`config.mk`:
```
export PLATFORM = sky130hd
export DESIGN_NAME = pdo_transmit_trigger
export DESIGN_NICKNAME = d
export VERILOG_FILES = /design/src/sv/pdott_pkg.sv /design/src/sv/pdott_byte_lane.sv /design/src/sv/pdott_trigger.sv /design/src/sv/pdo_transmit_trigger.sv
export SDC_FILE = /design/constraint.sdc
export NUM_CORES = 1
export LEC_CHECK = 0
export ABC_AREA = 1
export ABC_CLOCK_PERIOD_IN_PS = 12350
export BUFFER_PORTS_ARGS = -buffer_cell sky130_fd_sc_hd__buf_2
export CAP_MARGIN = 20
export CORE_ASPECT_RATIO = 0.5
export CORE_MARGIN = 5
export CORE_UTILIZATION = 60
export DETAILED_ROUTE_END_ITERATION = 10
export PLACE_DENSITY = 0.89
export SYNTH_ARGS = -nofsm -noshare
export SYNTH_HDL_FRONTEND = slang
export SYNTH_SLANG_ARGS = --single-unit
```
`constraint.sdc`:
```
create_clock -name clk -period 12.35 [get_ports clk]
set_clock_uncertainty 0.2 [all_clocks]
set_input_delay 0.6175 -clock clk [delete_from_list [all_inputs] [get_ports clk]]
set_output_delay 0.6175 -clock clk [all_outputs]
set_load 0.1 [all_outputs]
```
`src/sv/pdott_pkg.sv`:
```
`timescale 1ns / 1ps
`default_nettype none
package pdott_pkg;

  localparam int unsigned DATA_W   = 64;
  localparam int unsigned BYTE_W   = 8;
  localparam int unsigned LEN_W    = 4;
  localparam int unsigned ID_W     = 11;
  localparam int unsigned NODE_W   = 7;
  localparam int unsigned CAN_ID_W = 12;
  localparam int unsigned TIME_W   = 16;
  localparam int unsigned CFG_W    = 16;
  localparam int unsigned IDX_W    = 3;
  // event threshold in us: 65535 ms * 1000 fits in 26 bits
  localparam int unsigned EVT_W    = 26;
  localparam int unsigned US_PER_MS = 1000;

  // transmission type codes
  localparam logic [7:0] TT_ACYCLIC    = 8'd0;
  localparam logic [7:0] TT_CYCLIC_MAX = 8'd240;
  localparam logic [7:0] TT_EVENT_MIN  = 8'd254;

  // sync kinds
  localparam logic [1:0] SYNC_NONE  = 2'd0;
  localparam logic [1:0] SYNC_PLAIN = 2'd1;
  localparam logic [1:0] SYNC_COUNT = 2'd2;

  typedef enum logic [IDX_W-1:0] {
    REG_TTYPE      = 3'd0,
    REG_INHIBIT    = 3'd1,
    REG_EVENT_MS   = 3'd2,
    REG_SYNC_START = 3'd3,
    REG_COB_BASE   = 3'd4,
    REG_NODE_ID    = 3'd5,
    REG_DATA_LEN   = 3'd6,
    REG_SPARE      = 3'd7
  } reg_idx_t;

  typedef struct packed {
    logic [7:0]        ttype;
    logic [TIME_W-1:0] inhibit_lim;
    logic [EVT_W-1:0]  event_thr;
    logic [7:0]        sync_start;
  } trig_cfg_t;

  typedef struct packed {
    logic en;  // byte is inside the mapped length
    logic wr;  // frame sent: capture the byte
  } lane_ctl_t;

endpackage
`default_nettype wire

```
`src/sv/pdott_byte_lane.sv`:
```
`timescale 1ns / 1ps
`default_nettype none
module pdott_byte_lane (
  input  wire                            clk,
  input  wire                            rst_n,
  input  wire pdott_pkg::lane_ctl_t      ctl,
  input  wire [pdott_pkg::BYTE_W-1:0]    data_byte,
  output logic                           diff,
  output logic [pdott_pkg::BYTE_W-1:0]   frame_byte
);

  logic [pdott_pkg::BYTE_W-1:0] last_r;

  always_ff @(posedge clk) begin
    if (!rst_n) begin
      last_r <= '0;
    end else if (ctl.wr) begin
      last_r <= data_byte;
    end
  end

  assign diff       = ctl.en && (last_r != data_byte);
  assign frame_byte = ctl.en ? data_byte : '0;

endmodule
`default_nettype wire

```
`src/sv/pdott_trigger.sv`:
```
`timescale 1ns / 1ps
`default_nettype none
module pdott_trigger (
  input  wire                            clk,
  input  wire                            rst_n,
  input  wire                            fire,
  input  wire pdott_pkg::trig_cfg_t      cfg,
  input  wire [1:0]                      sync_kind,
  input  wire [7:0]                      sync_count_in,
  input  wire [pdott_pkg::TIME_W-1:0]    elapsed_us,
  input  wire                            changed,
  output logic                           send
);

  localparam int unsigned TW = pdott_pkg::TIME_W;
  localparam int unsigned EW = pdott_pkg::EVT_W;

  logic [7:0]    sync_count_r, sync_count_nxt;
  logic          waiting_r, waiting_nxt;
  logic [TW-1:0] inhibit_r, inhibit_nxt;
  logic [EW-1:0] event_r, event_nxt;

  logic          is_sync, with_cnt, ws;
  logic [7:0]    cnt_inc;
  logic [TW:0]   inh_sum;
  logic [EW:0]   ev_sum;

  always_comb begin
    is_sync  = sync_kind != pdott_pkg::SYNC_NONE;
    with_cnt = sync_kind == pdott_pkg::SYNC_COUNT;
    cnt_inc  = sync_count_r + 8'd1;
    inh_sum  = {1'b0, inhibit_r} + {1'b0, elapsed_us};
    ev_sum   = {1'b0, event_r} + (EW+1)'(elapsed_us);

    send           = 1'b0;
    ws             = waiting_r;
    sync_count_nxt = sync_count_r;
    waiting_nxt    = waiting_r;
    inhibit_nxt    = inhibit_r;
    event_nxt      = event_r;

    if (cfg.ttype == pdott_pkg::TT_ACYCLIC) begin
      send = is_sync && changed;
    end else if (cfg.ttype <= pdott_pkg::TT_CYCLIC_MAX) begin
      if (is_sync) begin
        // the start value releases counting once it is seen
        if (ws && cfg.sync_start != 8'd0 && with_cnt && sync_count_in == cfg.sync_start) begin
          ws = 1'b0;
        end
        waiting_nxt = ws;
        if (!ws || cfg.sync_start == 8'd0 || !with_cnt) begin
          sync_count_nxt = cnt_inc;
          if (cfg.ttype <= cnt_inc) begin
            sync_count_nxt = 8'd0;
            send           = 1'b1;
            waiting_nxt    = 1'b1;
          end
        end
      end
    end else begin
      if (cfg.inhibit_lim != '0) begin
        if (inh_sum >= {1'b0, cfg.inhibit_lim}) begin
          if (changed) begin
            inhibit_nxt = '0;
            send        = 1'b1;
          end else begin
            inhibit_nxt = cfg.inhibit_lim;
          end
        end else begin
          inhibit_nxt = inh_sum[TW-1:0];
        end
      end else begin
        send = changed;
      end
      if (!send && cfg.event_thr != '0) begin
        if (ev_sum >= {1'b0, cfg.event_thr}) begin
          event_nxt = '0;
          send      = 1'b1;
        end else begin
          event_nxt = ev_sum[EW-1:0];
        end
      end
    end

    if (send) begin
      event_nxt = '0;
    end
  end

  always_ff @(posedge clk) begin
    if (!rst_n) begin
      sync_count_r <= '0;
      waiting_r    <= 1'b1;
      inhibit_r    <= '0;
      event_r      <= '0;
    end else if (fire) begin
      sync_count_r <= sync_count_nxt;
      waiting_r    <= waiting_nxt;
      inhibit_r    <= inhibit_nxt;
      event_r      <= event_nxt;
    end
  end

endmodule
`default_nettype wire

```
`src/sv/pdo_transmit_trigger.sv`:
```
`timescale 1ns / 1ps
`default_nettype none
// Channel  Dir  Handshake            Contents
// in_      in   in_tvalid/in_tready  one process tick: sync, elapsed time, mapped bytes
// out_     out  out_tvalid/out_tready one transmit frame, only when a send fires
// cfg_     in   cfg_we               register write, index and data
//
// One tick per cycle unless the output stalls: byte compare lanes, timers and the send
// decision settle in the accepting cycle, and the frame is registered on the next edge.
// A new tick is taken while a frame waits, as long as that frame leaves in the same cycle.
// Synchronous active-low reset clears config, output valid, timers and the last sent bytes.
// The event threshold in us is multiplied out when the register is written.
module pdo_transmit_trigger #(
  parameter int unsigned MAX_BYTES = 8
) (
  input  wire          clk,
  input  wire          rst_n,
  input  wire          in_tvalid,
  output logic         in_tready,
  // [7:0] sync_count_in, [23:8] elapsed_us, [87:24] mapped_data
  input  wire  [87:0]  in_tdata,
  // [1:0] sync_kind
  input  wire  [1:0]   in_tuser,
  output logic         out_tvalid,
  input  wire          out_tready,
  // [11:0] can_id, [15:12] dlc, [79:16] frame_data
  output logic [79:0]  out_tdata,
  input  wire          cfg_we,
  input  wire  [2:0]   cfg_index,
  input  wire  [15:0]  cfg_data
);

  localparam int unsigned BW = pdott_pkg::BYTE_W;
  localparam int unsigned LW = pdott_pkg::LEN_W;
  localparam int unsigned NB = pdott_pkg::DATA_W / BW;

  pdott_pkg::trig_cfg_t              cfg_r;
  logic [pdott_pkg::ID_W-1:0]        cob_base_r;
  logic [pdott_pkg::NODE_W-1:0]      node_id_r;
  logic [LW-1:0]                     data_len_r;

  logic                              in_fire, send, changed;
  logic [LW-1:0]                     len_eff;
  logic [MAX_BYTES-1:0]              diff;
  logic [pdott_pkg::DATA_W-1:0]      frame;
  logic [pdott_pkg::DATA_W-1:0]      mapped_data;
  logic                              out_valid_r;
  logic [79:0]                       out_data_r;

  assign mapped_data = in_tdata[87:24];
  assign in_tready   = !out_valid_r || out_tready;
  assign in_fire     = in_tvalid && in_tready;
  assign len_eff     = (data_len_r > LW'(MAX_BYTES)) ? LW'(MAX_BYTES) : data_len_r;

  always_ff @(posedge clk) begin
    if (!rst_n) begin
      cfg_r      <= '0;
      cob_base_r <= '0;
      node_id_r  <= '0;
      data_len_r <= '0;
    end else if (cfg_we) begin
      unique case (pdott_pkg::reg_idx_t'(cfg_index))
        pdott_pkg::REG_TTYPE: begin
          // drop reserved types
          if (cfg_data[7:0] <= pdott_pkg::TT_CYCLIC_MAX ||
              cfg_data[7:0] >= pdott_pkg::TT_EVENT_MIN) begin
            cfg_r.ttype <= cfg_data[7:0];
          end
        end
        pdott_pkg::REG_INHIBIT:    cfg_r.inhibit_lim <= cfg_data;
        pdott_pkg::REG_EVENT_MS:   cfg_r.event_thr <=
            pdott_pkg::EVT_W'(cfg_data) * pdott_pkg::EVT_W'(pdott_pkg::US_PER_MS);
        pdott_pkg::REG_SYNC_START: cfg_r.sync_start <= cfg_data[7:0];
        pdott_pkg::REG_COB_BASE:   cob_base_r <= cfg_data[pdott_pkg::ID_W-1:0];
        pdott_pkg::REG_NODE_ID:    node_id_r <= cfg_data[pdott_pkg::NODE_W-1:0];
        pdott_pkg::REG_DATA_LEN:   data_len_r <= cfg_data[LW-1:0];
        default: ;
      endcase
    end
  end

  for (genvar i = 0; i < NB; i++) begin : g_lane
    if (i < MAX_BYTES) begin : g_act
      pdott_pkg::lane_ctl_t ctl;
      assign ctl.en = LW'(i) < len_eff;
      assign ctl.wr = in_fire && send && ctl.en;
      pdott_byte_lane u_lane (
        .clk        (clk),
        .rst_n      (rst_n),
        .ctl        (ctl),
        .data_byte  (mapped_data[BW*i +: BW]),
        .diff       (diff[i]),
        .frame_byte (frame[BW*i +: BW])
      );
    end else begin : g_off
      assign frame[BW*i +: BW] = '0;
    end
  end

  // merge the lane compares
  assign changed = |diff;

  pdott_trigger u_trigger (
    .clk           (clk),
    .rst_n         (rst_n),
    .fire          (in_fire),
    .cfg           (cfg_r),
    .sync_kind     (in_tuser),
    .sync_count_in (in_tdata[7:0]),
    .elapsed_us    (in_tdata[23:8]),
    .changed       (changed),
    .send          (send)
  );

  always_ff @(posedge clk) begin
    if (!rst_n) begin
      out_valid_r <= 1'b0;
    end else if (in_fire) begin
      out_valid_r <= send;
    end else if (out_tready) begin
      out_valid_r <= 1'b0;
    end
  end

  always_ff @(posedge clk) begin
    if (in_fire && send) begin
      out_data_r <= {frame, len_eff,
                     pdott_pkg::CAN_ID_W'(cob_base_r) + pdott_pkg::CAN_ID_W'(node_id_r)};
    end
  end

  assign out_tvalid = out_valid_r;
  assign out_tdata  = out_data_r;

endmodule
`default_nettype wire
```
==> results of run 1 <==
[power groups by stage]
| stage | sequential, mW | combinational [mW] | clock (mW) |
|---|---|---|---|
| final | 1.01 | 1.30 | 0.784 |
| after global routing | 1.02 | 1.42 | 0.825 |
| after CTS | 1.01 | 1.27 | 0.789 |
| after detailed placement | 1.03 | 1.26 | 0 |
| after global placement | 1.03 | 1.23 | 0 |
| after floorplan | 1.27 | 0.760 | 0 |
[synthesized netlist by cell type, drive strengths merged (22+ instances only)]
cell / count
nand3: 72
dfxtp: 193
inv: 340
nor2: 273
edfxtp: 80
a21oi: 226
fa: 57
xor2: 62
nand2: 410
nor3: 22
ha: 142
clkbuf: 43
o21ai: 159
xnor2: 37
nand4: 41
[logic make-up (layout without fill, tap and decap cells)]
family,count (synthesis),count (layout)
other,0,4
flip-flops,273,273
AO/OA/AOI/OAI,446,446
XOR/XNOR,99,99
buffers and inverters,402,587
AND/OR/NAND/NOR,852,852
adder cells (fa/ha/maj),199,199
[critical path: cells and delay by family, from the launching register on]
family / cells / cell delay (ns)
adders and majority gates: 2 / 0.63
buffers and inverters: 4 / 1.01
xor gates and xnor gates: 1 / 0.29
and+or+nand+nor: 19 / 2.30
AOI/OAI and AO/OA: 4 / 0.80
DFF: 1 / 0.32
[worst max path at each step]
stage               slack [ns]                          endpoint  depth (start not counted)                  from
floorplan                 7.54                      out_tdata[0]                         30          in_tdata[10]
global placement          6.20                     out_tdata[33]                         31          in_tdata[10]
detailed placement        6.00  g_lane[6].g_act.u_lane.last_r[5]                         33          in_tdata[10]
CTS                       6.41  g_lane[6].g_act.u_lane.last_r[5]                         32  u_trigger.event_r[2]
global route              6.24  g_lane[7].g_act.u_lane.last_r[2]                         33  u_trigger.event_r[2]
finish                    6.67  g_lane[6].g_act.u_lane.last_r[5]                         30  u_trigger.event_r[2]
[sequential cells by signal, summed over array words and instances (netlist names)]
signal and cells:
u_trigger.waiting_r 1, out_tvalid 1, u_trigger.event_r 26, out_tdata 80, data_len_r 4, u_trigger.sync_count_r 8
cob_base_r 11, u_trigger.inhibit_r 16, cfg_r 55, g_lane.g_act.u_lane.last_r 64, node_id_r 7
[stage by stage]
step	util (%)	power, mW	std cells	setup WS, ns
6_report	68.0	3.09	2851	6.67
5_1_grt	68.0	3.27	2851	6.24
4_1_cts	67.9	3.07	2846	6.41
3_5_place_dp	65.1	2.29	2801	6.00
3_3_place_gp	65.1	2.26	2801	6.20
2_1_floorplan	-	2.03	2271	7.54
[layer usage]
| layer | track usage [%] | routed length, um | vias to the layer above | part of all wire (%) |
|---|---|---|---|---|
| met3 | 5.47 | 3780 | 120 | 8.2 |
| met1 | 34.0 | 18700 | 7211 | 41 |
| met5 | 0 | 8 | - | 0.017 |
| met2 | 45.8 | 21900 | 599 | 47 |
| met4 | 9.88 | 1760 | 2 | 3.8 |
| li1 | - | - | 7743 | - |
[layout make-up]
class	instances	area, um^2	area share (%)
Antenna cell	4	10.0	0.0507
Clock buffer	32	662	3.36
Timing Repair Buffer	202	1050	5.32
Tap cell	391	489	2.48
Sequential cell	273	6270	31.8
Clock inverter	13	143	0.723
Inverter	340	1280	6.49
Multi-Input combinational cell	1596	9830	49.8
==> results.sh, run 1 <==
export IMPL_fp_dieW_um=253
export IMPL_design_die_area_mm2=0.0332
export IMPL_dr_pass1_iters=6
export IMPL_ant_nets=0
export IMPL_fin_area_mm2=0.0197
export IMPL_gate_count_of_the_mapped_netlist=2271
export IMPL_timing_critical_path_slowest_stage_cell="nand2_2"
export IMPL_p_leak_nw=9.24
export IMPL_cts_hold_fix_buffers=0
export IMPL_ys_seq_elements=273
export IMPL_finalSetupViolations=0
export IMPL_max_vdd_ir_drop_mv=0.106
export IMPL_max_freq_ghz=0.176
export IMPL_gr_total_overflow=0
export IMPL_worst_path_largest_cell_delay_ns=0.42
export IMPL_comb_power_share_pct=41.9
export IMPL_pwr_density_cell_mw_per_mm2=157
export IMPL_setup_reg_to_reg_worst_slack_ns=6.67
export IMPL_tightestPinTransition_ns=1.02
export IMPL_setup_repair_after_global_routing_missed_its_margin="no"
export IMPL_post_synth_main_area_contributors="dfxtp_1, edfxtp_1, ha_1"
export IMPL_hold_worst_slack_ns=0.136
export IMPL_min_delay_worst_endpoint="g_lane[5].g_act.u_lane.last_r[6]"
export IMPL_ys_dominant_reg_cell="dfxtp_1"
export IMPL_timing_critical_path_mode_cell="nand2_1"
export IMPL_wire_per_inst_um=16.2
export IMPL_p_clk_share_pct=25.3
export IMPL_post_dp_hpwl_um=34300
export IMPL_final_routed_drc_violation_total=0
export IMPL_placed_cell_area_mm2=0.0189
export IMPL_n_fill_cell=2247
export IMPL_post_cts_resized=0
export IMPL_globalRouteTotalUtil_pct=26.9
export IMPL_synth_xor_area_share_pct=4.91
export IMPL_synth_yosys_warnings=0
export IMPL_synth_top_cell_by_area="dfxtp_1"
export IMPL_final_setup_tns_ns=0
export IMPL_regToRegStartpoint="u_trigger.event_r[2]"
export IMPL_synth_top_family_by_area="simple AND/OR/NAND/NOR gates"
export IMPL_clk_root_buffer_cell="clkbuf_16"
export IMPL_worst_setup_hold_path_clk_slew_ns=0.07
export IMPL_slew_violations=0
export IMPL_finish_net_count=2751
export IMPL_die_height_um=131
export IMPL_yosys_area_share_adder_pct=16.5
export IMPL_cts_num_sinks=273
export IMPL_cts_htree_levels=1
export IMPL_outcome="completed"
export IMPL_port_buffer_count=195
export IMPL_cts_post_setup_buffers_inserted=0
export IMPL_synth_top_cell_area_share_pct=21.9
export IMPL_clock_tree_buffer_depth=3
export IMPL_synthesized_area_fraction_occupied_by_ao_oa_aoi_and_oai_cells_pct=13.5
export IMPL_worstSetupEndpointType="flop"
export IMPL_synth_enable_flop_cells=80
export IMPL_post_synth_cell_area_avg_um2=7.77
export IMPL_yosys_cell_types_count=51
export IMPL_detailroute_via_count=15700
export IMPL_insertion_delay_ns=0.56
export IMPL_leading_cell_type_in_the_layout_fill_and_taps_excluded="nand2_1"
export IMPL_synth_simple_area_share_pct=20.7
export IMPL_initial_core_util_pct=60.9
export IMPL_synthesis_nets=2584
export IMPL_hold_violations=0
export IMPL_hold_path_class="in -> reg"
export IMPL_cts_inserted_buffers=25
export IMPL_mappedNetlistArea_mm2=0.0177
export IMPL_finalCriticalPeriod_ns=5.68
export IMPL_synth_yosys_seq_area_share_pct=35.5
export IMPL_drive_above_1_share_pct=11.5
export IMPL_layout_worst_path_cycle_share_pct=46.0
export IMPL_worst_hold_path_num_cells=3
export IMPL_internal_power_mw=1.80
export IMPL_area_growth_syn_to_layout_pct=11.7
export IMPL_grt_antenna_before_repair=5
export IMPL_power_frac_seq_pct=32.8
export IMPL_drv_max_cap_violation_count=0
export IMPL_totalWireLength_um=46100
export IMPL_r2r_end="g_lane[6].g_act.u_lane.last_r[5]"
export IMPL_coreArea_mm2=0.0290
export IMPL_timing_reg2reg_worst_path_depth=30
export IMPL_worst_hold_startpoint="in_tdata[70]"
export IMPL_switching_share_pct=41.7
export IMPL_asr_flop_ratio_synth_pct=0
export IMPL_yosys_mux_area_fraction_pct=0
export IMPL_worstSetupPathType="reg -> reg"
export IMPL_number_of_global_route_vias_before_repair=15100
export IMPL_crit_path_start_kind="flop"
export IMPL_max_slew_margin_rel_pct=32.0
export IMPL_tritoncts="done"
export IMPL_grt_max_degree=102
export IMPL_critPathMaxFanout=89
export IMPL_ioPinCount=196
export IMPL_switching_power_mw=1.29
export IMPL_row_count=44
export IMPL_vias_per_cell=5.50
export IMPL_gp_congestion=0.966
export IMPL_initialDrtViolationCount=1407
export IMPL_grt_first_pass_wirelength_um=74400
export IMPL_highest_count_cells_in_the_layout_ignoring_fill_and_taps="nand2_1, inv_1, nor2_1"
export IMPL_worstPathRequired_ns=12.61
export IMPL_worst_endpoint_arrival_ns=5.95
Note: power is estimated with default switching activity, not from simulation.
==> inputs of run 2 (changes only) <==
--- a/config.mk
+++ b/config.mk
@@ -6,14 +6,14 @@
 export NUM_CORES = 1
 export LEC_CHECK = 0
 export ABC_AREA = 1
-export ABC_CLOCK_PERIOD_IN_PS = 12350
+export ABC_CLOCK_PERIOD_IN_PS = 4900
 export BUFFER_PORTS_ARGS = -buffer_cell sky130_fd_sc_hd__buf_2
 export CAP_MARGIN = 20
 export CORE_ASPECT_RATIO = 0.5
 export CORE_MARGIN = 5
-export CORE_UTILIZATION = 60
+export CORE_UTILIZATION = 54
 export DETAILED_ROUTE_END_ITERATION = 10
-export PLACE_DENSITY = 0.89
+export PLACE_DENSITY = 0.85
 export SYNTH_ARGS = -nofsm -noshare
 export SYNTH_HDL_FRONTEND = slang
 export SYNTH_SLANG_ARGS = --single-unit
==> constraint.sdc (replaced) <==
create_clock -name clk -period 4.9 [get_ports clk]
set_clock_uncertainty 0.2 [all_clocks]
set_input_delay 0.245 -clock clk [delete_from_list [all_inputs] [get_ports clk]]
set_output_delay 0.245 -clock clk [all_outputs]
set_load 0.1 [all_outputs]
==> results.sh, run 2 (synthesized netlist as in run 1, its figures left out) <==
export IMPL_initial_core_util_pct=55.3
export IMPL_ant_nets=0
export IMPL_clock_tree_buffer_depth=3
export IMPL_insertion_delay_ns=0.57
export IMPL_fp_dieW_um=266
export IMPL_detailroute_via_count=16300
export IMPL_finish_net_count=2863
export IMPL_worstPathRequired_ns=5.20
export IMPL_crit_path_cell_trace="dlygate4sd3_1, buf_2, fa_1, inv_1, fa_1, fa_1, inv_1, fa_1, ha_1, a21o_1, nand2_1, nand2_1, a21oi_2, inv_1, a21oi_2, inv_1, a21oi_2, o21ai_0, or2_2, nand3_1, o211ai_1, inv_1"
export IMPL_grt_first_pass_wirelength_um=79200
export IMPL_design_die_area_mm2=0.0366
export IMPL_timing_critical_path_mode_cell="inv_1"
export IMPL_die_height_um=138
export IMPL_crit_path_start_kind="input port"
export IMPL_max_freq_ghz=0.216
export IMPL_p_leak_nw=9.78
export IMPL_clk_root_buffer_cell="clkbuf_16"
export IMPL_max_vdd_ir_drop_mv=0.275
export IMPL_outcome="completed"
export IMPL_post_layout_total_power_mw=8.08
export IMPL_cts_num_sinks=273
export IMPL_leading_cell_type_in_the_layout_fill_and_taps_excluded="nand2_1"
export IMPL_pwr_density_cell_mw_per_mm2=385
export IMPL_worstSetupEndpointType="flop"
export IMPL_tritoncts="done"
export IMPL_layout_worst_path_cycle_share_pct=94.4
export IMPL_hold_path_class="in -> reg"
export IMPL_post_dp_hpwl_um=35500
export IMPL_grt_antenna_before_repair=4
export IMPL_port_buffer_count=195
export IMPL_timing_critical_path_slowest_stage_cell="dlygate4sd3_1"
export IMPL_slew_violations=0
export IMPL_placed_cell_area_mm2=0.0192
export IMPL_area_growth_syn_to_layout_pct=18.9
export IMPL_dr_pass1_iters=6
export IMPL_path_delay_family="adder cells"
export IMPL_initialDrtViolationCount=1739
export IMPL_worst_endpoint_arrival_ns=4.93
export IMPL_max_slew_margin_rel_pct=44.8
export IMPL_worstSetupPathType="in -> reg"
export IMPL_worst_setup_hold_path_clk_slew_ns=0.06
export IMPL_tightestPinTransition_ns=0.821
export IMPL_totalWireLength_um=49900
export IMPL_final_setup_tns_ns=0
export IMPL_vias_per_cell=5.42
export IMPL_combined_buffer_and_inverter_count_along_the_critical_path=7
export IMPL_highest_count_cells_in_the_layout_ignoring_fill_and_taps="nand2_1, inv_1, nor2_1"
export IMPL_cts_inserted_buffers=26
export IMPL_drv_max_cap_violation_count=0
export IMPL_grt_max_degree=114
export IMPL_gp_congestion=0.976
export IMPL_wire_per_inst_um=16.6
export IMPL_largest_register_ff_count=80
export IMPL_setup_repair_after_global_routing_missed_its_margin="no"
export IMPL_gr_total_overflow=0
export IMPL_row_count=46
export IMPL_fin_area_mm2=0.0210
export IMPL_worst_path_largest_cell_delay_ns=0.56
export IMPL_cts_htree_levels=1
export IMPL_coreArea_mm2=0.0319
export IMPL_drive_above_1_share_pct=12.8
export IMPL_finalCriticalPeriod_ns=4.62
export IMPL_hold_violations=0
export IMPL_globalRouteTotalUtil_pct=26.5
export IMPL_ioPinCount=196
export IMPL_final_routed_drc_violation_total=0
export IMPL_number_of_global_route_vias_before_repair=15800
export IMPL_critPathMaxFanout=7
export IMPL_finalSetupViolations=0
==> run 2: cell type report <==
cell class / count / area (um^2)
clock buffer: 35 / 766
sequential: 273 / 6270
multi-input combinational: 1596 / 9900
tap: 432 / 541
antenna: 4 / 10.0
clock inverter: 12 / 83.8
timing repair buffer: 313 / 2150
inverter: 340 / 1280
fill: 2552 / 10900
==> run 2: report_power, final <==
group          internal [mW]  total [mW]  switching [mW]
sequential              2.49        2.55          0.0650
clock                   1.10        2.06           0.955
combinational           1.10        3.47            2.36
total                   4.70        8.08            3.38
==> run 2: path summary, 6_finish.rpt <==
path | from | to | slack (ns) | cells past startpoint
min | cfg_index[2] | cfg_r[50] | 0.04 | 4
max | cfg_data[0] | cfg_r[31] | 0.28 | 22
min reg2reg | u_trigger.inhibit_r[12] | u_trigger.inhibit_r[12] | 0.27 | 2
max reg2reg | u_trigger.inhibit_r[0] | g_lane[6].g_act.u_lane.last_r[4] | 0.35 | 26
==> run 2: repair_timing <==
action	4_1_cts	5_1_grt
gates resized for setup	0	22
setup buffers	0	7
setup endpoints to repair	0	129
endpoints found under the hold margin	154	0
hold buffers	82	0
==> run 2: through the flow <==
step / util (%) / std cells / hold WS, ns / worst slack, ns
finish: 65.8 / 3005 / 0.0375 / 0.277
detailed placement: 60.0 / 2865 / 0.262 / 0.168
CTS: 65.3 / 2994 / 0.00250 / 0.193
floorplan: - / 2271 / 0.180 / 0.417
global placement: 60.0 / 2865 / 0.257 / 0.244
global route: 65.7 / 3004 / 0.0481 / 0.00441
==> run 2: routing by layer <==
| metal | vias to the layer above | track usage [%] | part of all wire, % |
|---|---|---|---|
| met5 | - | 0 | 0 |
| met4 | 0 | 10.7 | 4.3 |
| met3 | 131 | 4.08 | 6.8 |
| met2 | 613 | 46.1 | 47 |
| met1 | 7573 | 33.5 | 42 |
| li1 | 7974 | - | - |
==> run 2: worst register-to-register path, cell delays in order, from the launching register on <==
cell and delay [ns]:
dfxtp_1 0.31, ha_1 0.20, fa_1 0.40, nand3_1 0.08
nand3_1 0.10, a21oi_1 0.24, o21ai_1 0.12, a21oi_1 0.22
o21bai_1 0.14, a21oi_1 0.18, xor2_1 0.20, ha_1 0.27
nand2_1 0.08, inv_1 0.05, nand4_1 0.08, nor3_1 0.05
nor2_1 0.14, nand3_1 0.11, nand2_1 0.17, nand3_2 0.14
nand2_4 0.13, nand2_8 0.05, nand2_1 0.14, clkinv_4 0.18
buf_4 0.25, nand2_1 0.08, a21oi_1 0.08
